<file path="config.mk">
export PLATFORM = sky130hd
export DESIGN_NAME = afu_post
export DESIGN_NICKNAME = d
export VERILOG_FILES = /design/src/design/afu_pkg.sv /design/src/design/afu_post.sv
export SDC_FILE = /design/constraint.sdc
export NUM_CORES = 2
export LEC_CHECK = 0
export CAP_MARGIN = 20
export CORE_MARGIN = 5
export CORE_UTILIZATION = 55
export CTS_CLUSTER_DIAMETER = 50
export DETAILED_ROUTE_END_ITERATION = 7
export DONT_BUFFER_PORTS = 1
export GPL_TIMING_DRIVEN = 0
export PLACE_DENSITY = 0.7
export SLEW_MARGIN = 0
export SYNTH_ARGS = -nofsm -noshare
export SYNTH_HDL_FRONTEND = slang
export SYNTH_SLANG_ARGS = --single-unit
</file>
<file path="constraint.sdc">
create_clock -name i_clk -period 35.6 [get_ports i_clk]
set_input_delay 7.12 -clock i_clk [delete_from_list [all_inputs] [get_ports i_clk]]
set_output_delay 7.12 -clock i_clk [all_outputs]
set_load 0.005 [all_outputs]
</file>
<file path="src/design/afu_pkg.sv">
// afu_pkg: shared types, codes, constants and the 2^u table of the activation unit
// depends on nothing; imported by every design file
`default_nettype none

package afu_pkg;

    localparam int DATA_W     = 24;
    localparam int TAB_DEPTH  = 256;
    localparam int TAB_IDX_W  = 9;
    localparam int QUO_W      = 31;
    localparam int DIV_STAGES = QUO_W;

    typedef logic signed [DATA_W-1:0] t_data;

    localparam t_data DATA_MAX = 24'sh7fffff;
    localparam t_data DATA_MIN = 24'sh800000;

    localparam logic [2:0] KIND_SIGMOID = 3'd0;
    localparam logic [2:0] KIND_ELU     = 3'd1;
    localparam logic [2:0] KIND_SILU    = 3'd2;
    localparam logic [2:0] KIND_TANH    = 3'd3;
    localparam logic [2:0] KIND_RELU    = 3'd4;
    localparam logic [2:0] KIND_LINEAR  = 3'd5;

    localparam logic OP_ACT   = 1'b0;
    localparam logic OP_DERIV = 1'b1;

    localparam logic [31:0] Q30       = 32'h4000_0000;
    localparam logic [31:0] LN2_Q30   = 32'd744261118;
    localparam logic [30:0] LOG2E_Q30 = 31'd1549082005;

    typedef struct packed {
        logic        opcode;
        t_data       x;
        logic        neg;
        logic [30:0] e;
    } t_side;

    typedef logic [31:0] t_pow2_tab [0:TAB_DEPTH];

    // 2^u on [0,1] in q2.30, truncated taylor series of e^(u ln2)
    function automatic t_pow2_tab build_pow2_tab();
        t_pow2_tab   tab;
        logic [63:0] z;
        logic [63:0] term;
        logic [63:0] sum;
        for (int i = 0; i <= TAB_DEPTH; i++) begin
            z    = (64'(i) * 64'(LN2_Q30)) / TAB_DEPTH;
            term = 64'(Q30);
            sum  = term;
            for (int n = 1; n <= 14; n++) begin
                term = ((term * z) >> 30) / 64'(n);
                sum  = sum + term;
            end
            tab[i] = sum[31:0];
        end
        return tab;
    endfunction

    localparam t_pow2_tab POW2_TAB = build_pow2_tab();

    // nonnegative q2.30 to q2.16, round half up
    function automatic logic [17:0] to_q(input logic [31:0] v);
        logic [32:0] sum;
        sum = 33'(v) + 33'h2000;
        return sum[31:14];
    endfunction

endpackage

`default_nettype wire

</file>
<file path="src/design/afu_post.sv">
// afu_post: three-stage back end, function select, products, rounding, saturation
// depends on afu_pkg
`default_nettype none

module afu_post import afu_pkg::*; (
    input  logic             i_clk,
    input  logic             i_rst_n,
    input  logic [2:0]       i_kind,
    input  logic             i_valid,
    output logic             o_ready,
    input  logic [QUO_W-1:0] i_quo,
    input  t_side            i_side,
    output logic             o_valid,
    input  logic             i_ready,
    output t_data            o_y,
    output logic             o_sat
);

    localparam logic signed [25:0] Y_MAX = 26'sd8388607;
    localparam logic signed [25:0] Y_MIN = -26'sd8388608;
    localparam logic signed [25:0] Y_ONE = 26'sd65536;

    logic [2:0] r_v;
    logic [2:0] en;

    logic [61:0] r_e_prod;
    logic [30:0] r_e_sf;
    logic [30:0] r_e_tm;
    logic        r_e_tneg;
    logic [24:0] r_e_s24;
    t_side       r_e_side;

    logic signed [25:0] r_f_y;
    logic signed [25:0] r_f_inner;
    logic               r_f_sec;
    logic [24:0]        r_f_s24;

    t_data r_g_y;
    logic  r_g_sat;

    logic [30:0]        s, sf, oms;
    logic [31:0]        s24_sum, om24_sum;
    logic [24:0]        s24, om24;
    logic signed [32:0] t;
    logic [30:0]        tm;
    logic [23:0]        ax;
    logic [30:0]        ma, mb;
    logic [61:0]        prod;

    logic signed [25:0] x26;
    logic [17:0]        q;
    logic [47:0]        rsum;
    logic signed [25:0] sr;
    logic signed [25:0] n_f_y;
    logic signed [25:0] n_f_inner;
    logic               n_f_sec;

    logic [24:0]        mi;
    logic [49:0]        p2;
    logic [49:0]        p2_sum;
    logic signed [25:0] yg;
    t_data              n_g_y;
    logic               n_g_sat;

    always_comb begin
        en[2] = !r_v[2] || i_ready;
        en[1] = !r_v[1] || en[2];
        en[0] = !r_v[0] || en[1];
    end

    assign o_ready = en[0];
    assign o_valid = r_v[2];
    assign o_y     = r_g_y;
    assign o_sat   = r_g_sat;

    // stage e: sigmoid fix-up and the first product
    always_comb begin
        s        = (i_quo > Q30[30:0]) ? Q30[30:0] : i_quo;
        sf       = i_side.neg ? Q30[30:0] - s : s;
        oms      = Q30[30:0] - sf;
        s24_sum  = 32'(sf) + 32'd32;
        om24_sum = 32'(oms) + 32'd32;
        s24      = s24_sum[30:6];
        om24     = om24_sum[30:6];
        t        = $signed({1'b0, sf, 1'b0}) - $signed(33'(Q30));
        tm       = t[32] ? 31'(-t) : t[30:0];
        ax       = i_side.x[DATA_W-1] ? 24'(-i_side.x) : 24'(i_side.x);
        case (i_kind)
            KIND_SIGMOID: begin
                ma = sf;
                mb = oms;
            end
            KIND_TANH: begin
                ma = tm;
                mb = tm;
            end
            KIND_SILU: begin
                ma = 31'(ax);
                mb = (i_side.opcode == OP_DERIV) ? 31'(om24) : 31'(s24);
            end
            default: begin
                ma = '0;
                mb = '0;
            end
        endcase
        prod = 62'(ma) * 62'(mb);
    end

    // stage f: per-function result
    always_comb begin
        x26       = 26'(r_e_side.x);
        rsum      = r_e_prod[47:0] + 48'h80_0000;
        sr        = r_e_side.x[DATA_W-1] ? -$signed({2'b00, rsum[47:24]})
                                         : $signed({2'b00, rsum[47:24]});
        q         = '0;
        n_f_y     = '0;
        n_f_inner = '0;
        n_f_sec   = 1'b0;
        case (i_kind)
            KIND_SIGMOID: begin
                q = (r_e_side.opcode == OP_DERIV) ? to_q(r_e_prod[61:30])
                                                  : to_q({1'b0, r_e_sf});
                n_f_y = $signed({8'b0, q});
            end
            KIND_ELU: begin
                if (!r_e_side.x[DATA_W-1] && r_e_side.x != '0) begin
                    n_f_y = (r_e_side.opcode == OP_DERIV) ? Y_ONE : x26;
                end else if (r_e_side.opcode == OP_DERIV) begin
                    q     = to_q({1'b0, r_e_side.e});
                    n_f_y = $signed({8'b0, q});
                end else begin
                    q     = to_q(Q30 - {1'b0, r_e_side.e});
                    n_f_y = -$signed({8'b0, q});
                end
            end
            KIND_SILU: begin
                n_f_y     = sr;
                n_f_inner = Y_ONE + sr;
                n_f_sec   = (r_e_side.opcode == OP_DERIV);
            end
            KIND_TANH: begin
                if (r_e_side.opcode == OP_DERIV) begin
                    q     = to_q(Q30 - r_e_prod[61:30]);
                    n_f_y = $signed({8'b0, q});
                end else begin
                    q     = to_q({1'b0, r_e_tm});
                    n_f_y = r_e_tneg ? -$signed({8'b0, q}) : $signed({8'b0, q});
                end
            end
            KIND_RELU: begin
                if (r_e_side.x[DATA_W-1]) begin
                    n_f_y = '0;
                end else begin
                    n_f_y = (r_e_side.opcode == OP_DERIV) ? Y_ONE : x26;
                end
            end
            default: begin
                n_f_y = (r_e_side.opcode == OP_DERIV) ? Y_ONE : x26;
            end
        endcase
    end

    // stage g: silu derivative second product, saturation
    always_comb begin
        mi     = r_f_inner[25] ? 25'(-r_f_inner) : r_f_inner[24:0];
        p2     = 50'(mi) * 50'(r_f_s24);
        p2_sum = p2 + 50'h80_0000;
        if (r_f_sec) begin
            yg = r_f_inner[25] ? -$signed(p2_sum[49:24]) : $signed(p2_sum[49:24]);
        end else begin
            yg = r_f_y;
        end
        if (yg > Y_MAX) begin
            n_g_y   = DATA_MAX;
            n_g_sat = 1'b1;
        end else if (yg < Y_MIN) begin
            n_g_y   = DATA_MIN;
            n_g_sat = 1'b1;
        end else begin
            n_g_y   = yg[DATA_W-1:0];
            n_g_sat = 1'b0;
        end
    end

    always_ff @(posedge i_clk) begin
        if (!i_rst_n) begin
            r_v <= '0;
        end else begin
            if (en[0]) begin
                r_v[0] <= i_valid;
            end
            if (en[1]) begin
                r_v[1] <= r_v[0];
            end
            if (en[2]) begin
                r_v[2] <= r_v[1];
            end
        end
    end

    always_ff @(posedge i_clk) begin
        if (en[0]) begin
            r_e_prod <= prod;
            r_e_sf   <= sf;
            r_e_tm   <= tm;
            r_e_tneg <= t[32];
            r_e_s24  <= s24;
            r_e_side <= i_side;
        end
        if (en[1]) begin
            r_f_y     <= n_f_y;
            r_f_inner <= n_f_inner;
            r_f_sec   <= n_f_sec;
            r_f_s24   <= r_e_s24;
        end
        if (en[2]) begin
            r_g_y   <= n_g_y;
            r_g_sat <= n_g_sat;
        end
    end

endmodule

`default_nettype wire

</file>
==> results <==
- The run finished with clean final reports.
- Clock-pin slew was measured on the worst setup and hold paths at 0.06 ns.
- The worst min-delay path category is reg -> reg.
- The post-route netlist has 2.50% of its cells at a drive strength greater than 1.
- TritonCTS built the clock tree.
- In this run, the number of DRC markers left after iteration 0 of detailed routing was 6243.
- The reported leakage power is 34.6 nW.
- The classification of the worst setup path is in -> reg.
- By count the netlist is led by sky130_fd_sc_hd__inv_1, sky130_fd_sc_hd__fa_1, sky130_fd_sc_hd__nand2_1.
- After detailed routing, the average wire length per cell comes to 28.4 um.
- Across the VDD grid, the largest voltage drop is 0.0596 mV.
- The worst hold path begins at r_e_s24[22].
- The power density over the cells is 45.8 mW/mm^2.
- The pre-antenna-repair detailed-routing pass consisted of 6 iterations.
- Across the run, the number of max-cap violations was 0.
- Summed over all nets, the half-perimeter wirelength after detailed placement is 239 mm.
- Summed over all instances, the cell type with the most area after synthesis is sky130_fd_sc_hd__fa_1.
- Measured along the y axis, the die boundary spans 369 um.
- Clock latency on the worst-skew pair, taken at its later pin, is 0.61 ns.
- For this design, the slowest cell found on the critical path is sky130_fd_sc_hd__clkbuf_1.
- The maximum frequency from static timing analysis is 39.0 MHz.
- The remaining design rule violation count is 0.
- The setup clock skew after layout is 0.0682 ns.
- Counting flops with an async set or reset pin after synthesis yields a share of 0%.
- The cell count along the critical path is 52.
- The number of buffers and inverters on the critical path is 12.
- The global-route usage over all layers is 41.4%.
- The register-to-register setup slack is 21.46 ns.
- Along the worst path, the maximum fanout reaches 10.
- Buffers inserted to repair hold after CTS numbered 0.
- In the finished design, the share of the clock period the worst path needs comes to 72.0%.
- Counting the fill cells in the layout gives 11700.
- The top flip-flop cell by instance count after synthesis is sky130_fd_sc_hd__edfxtp_1.
- Summing over every cut layer, the via total after detailed routing is 60600.
- The last weighted congestion value of the routability-driven placer is 1.10.
- The number of distinct library cells after synthesis is 108.
- From synthesis to final layout, the design area changed by 4.80%.
- The die width is 369 um.
- The normalized max-slew margin is 1.78%.
- The global-route wire length before repair is 413 mm.
- STA classifies the critical path endpoint as a flip-flop.
- The number of enable flip-flop cells after synthesis is 260.
- The beginning of the critical path is i_quo[15].
- The total routed wirelength is 281 mm.
- In this run the number of H-tree levels came out at 1.
- Grouping stages by cell kind, the critical path spends the most delay in compound AO/OA/AOI/OAI gates.
- Once the floorplan was initialized, standard cells occupied 55.5% of the core.
- Row generation in the floorplan step produced 131 rows.
- The longest clock path from root to sink contains 3 buffers.
- The clock buffer count from CTS is 28.
- After routing, the total negative slack on setup checks comes to 0 ns.
- The total nets after synthesis is 10100.
- Setup violations remaining at the end of the flow were counted as 0.
- Sequential elements use 11.1% of the synthesized area.
- The max-slew violation count is 0.
- The routed via count divided by cell count is 6.12.
- After layout, the design draws a total of 3.41 mW.
- The capture point of the critical path is r_e_prod[57].
- The initial antenna violation count came to 31.
- The startpoint type of the worst setup path is an input port.
- After synthesis, the mean cell area works out to 8.71 um^2.
- At the end of the flow, the number of nets in the layout was 10100.
- The number of instances in the synthesized netlist is 8151.
- Entering global routing, the biggest net connects 72 pins.
- The transition time at the pin with the least slew margin is 1.47 ns.
- The number of hold violations in the final report was 0.
- The critical path required time is 35.91 ns.
- The post-route cell area is 0.0744 mm^2.
- The number of setup buffers added after CTS is 0.
- The die covers 0.136 mm^2.
- Post-CTS repair changed the size of 0 cells.
- The floorplan step defined a core boundary enclosing 0.128 mm^2.
- The startpoint identified for the worst register-to-register timing path is r_f_inner[0].
- For the worst setup path, the data arrival time is 25.93 ns.
- The number of buffers added on ports is 0.
- The number of cell instances on the worst register-to-register path is 38.
- The I/O pin total is 122.
- The endpoint identified for the worst register-to-register timing path is o_y[17].
- After synthesis, the largest area contributor takes up 38.4% of total cell area.
- The smallest clock period supported by the final layout is computed as 25.63 ns.
- The largest single stage delay on the critical path is 0.87 ns.
- By area the synthesized netlist is led by sky130_fd_sc_hd__fa_1, sky130_fd_sc_hd__edfxtp_1, sky130_fd_sc_hd__ha_1.
- The cell type with the highest occurrence count on the critical path is sky130_fd_sc_hd__fa_1.
- The synthesized area is 0.0710 mm^2.
- The post-detailed-route count of antenna-violating nets is 0.
- The clock tree root buffer cell is sky130_fd_sc_hd__clkbuf_16.
- The standard cell area after detailed placement is 0.0734 mm^2.
- The total clock sinks is 263.
- Yosys instantiated no cell more often than sky130_fd_sc_hd__inv_1.
- Yosys printed 0 warnings.
- The via count of the first global-routing pass came to 62100.
- Synthesis inferred 263 register bits.
- Setup repair after global routing left no endpoint under its margin.
- The total overflow left after global routing is 0.
## worst min-delay path by stage
| stage | end | slack, ns | cells past startpoint |
|---|---|---|---|
| 2_1_floorplan | r_f_s24[0] | 0.40 | 0 |
| 3_3_place_gp | r_f_s24[13] | 0.40 | 0 |
| 3_5_place_dp | r_f_s24[12] | 0.40 | 0 |
| 4_1_cts | r_f_s24[12] | 0.42 | 0 |
| 5_1_grt | r_f_s24[12] | 0.42 | 0 |
| 6_report | r_f_s24[22] | 0.41 | 0 |
## flip-flops by register name (all words and copies together), names as in the netlist, 3 cells and up
name	count
r_e_s24	25
r_v	3
r_e_sf	18
r_e_tm	18
r_e_prod	39
r_f_s24	25
r_f_y	26
r_e_side	56
r_f_inner	26
o_y	24
## final cells by class
type / count / area (um^2) / share of cell area (%)
Buffer: 459 / 1780 / 2.39
Tap cell: 1662 / 2080 / 2.79
Clock buffer: 30 / 708 / 0.952
Multi-Input combinational cell: 5905 / 55700 / 74.9
Clock inverter: 21 / 208 / 0.279
Timing Repair Buffer: 26 / 293 / 0.393
Antenna cell: 17 / 42.5 / 0.0572
Inverter: 1524 / 5720 / 7.69
Sequential cell: 263 / 7870 / 10.6
## where the power goes
part           leakage [nW]  total [mW]  internal (mW)  switching [mW]
registers              2.93       0.465          0.411          0.0538
logic                  31.2        2.66          0.858            1.80
clock network         0.442       0.285          0.156           0.129
## layer usage
| metal | vias to the layer above | global-route usage (%) | share of wire, % | routed length (um) |
|---|---|---|---|---|
| li1 | 25700 | - | - | - |
| met1 | 30500 | 52.3 | 37 | 103000 |
| met2 | 3496 | 64.9 | 44 | 125000 |
| met3 | 911 | 9.76 | 11 | 30000 |
| met4 | 22 | 25.5 | 8.1 | 22700 |
| met5 | - | 0 | 0.069 | 193 |
## through the flow
stage	std cells	utilization, %	setup WS, ns	hold slack, ns
floorplan	8151	-	15.55	0.400
global placement	9813	57.2	9.41	0.403
detailed placement	9836	57.4	9.90	0.405
CTS	9887	58.2	10.45	0.417
global route	9891	58.2	9.36	0.423
finish	9907	58.2	9.97	0.413
## logic make-up (layout without fill, tap and decap cells)
family                   count (synthesis)  in the layout  synth area share (%)
multiplexers                            32             32                 0.472
AO/OA/AOI/OAI                          952            952                  8.97
XOR/XNOR                               380            380                  4.69
other                                    0             17                     0
buffers and inverters                 1983           2060                  10.6
adder cells (fa/ha/maj)               1832           1832                  46.7
AND/OR/NAND/NOR                       2709           2709                  17.5
flip-flops                             263            263                  11.1
## layout by cell type, fill, tap and decap left out, types with 75 or more instances in the layout
cell type	instances
sky130_fd_sc_hd__ha_1	470
sky130_fd_sc_hd__nor2_1	505
sky130_fd_sc_hd__inv_1	1521
sky130_fd_sc_hd__xor2_1	131
sky130_fd_sc_hd__a21oi_1	225
sky130_fd_sc_hd__xnor2_1	247
sky130_fd_sc_hd__nand3_1	120
sky130_fd_sc_hd__a21o_1	75
sky130_fd_sc_hd__edfxtp_1	260
sky130_fd_sc_hd__fa_1	1362
sky130_fd_sc_hd__nor3_1	91
sky130_fd_sc_hd__and2_1	289
sky130_fd_sc_hd__clkbuf_1	386
sky130_fd_sc_hd__nand2_1	1283
sky130_fd_sc_hd__o21ai_0	199
Power figures use the tool's default switching activity.
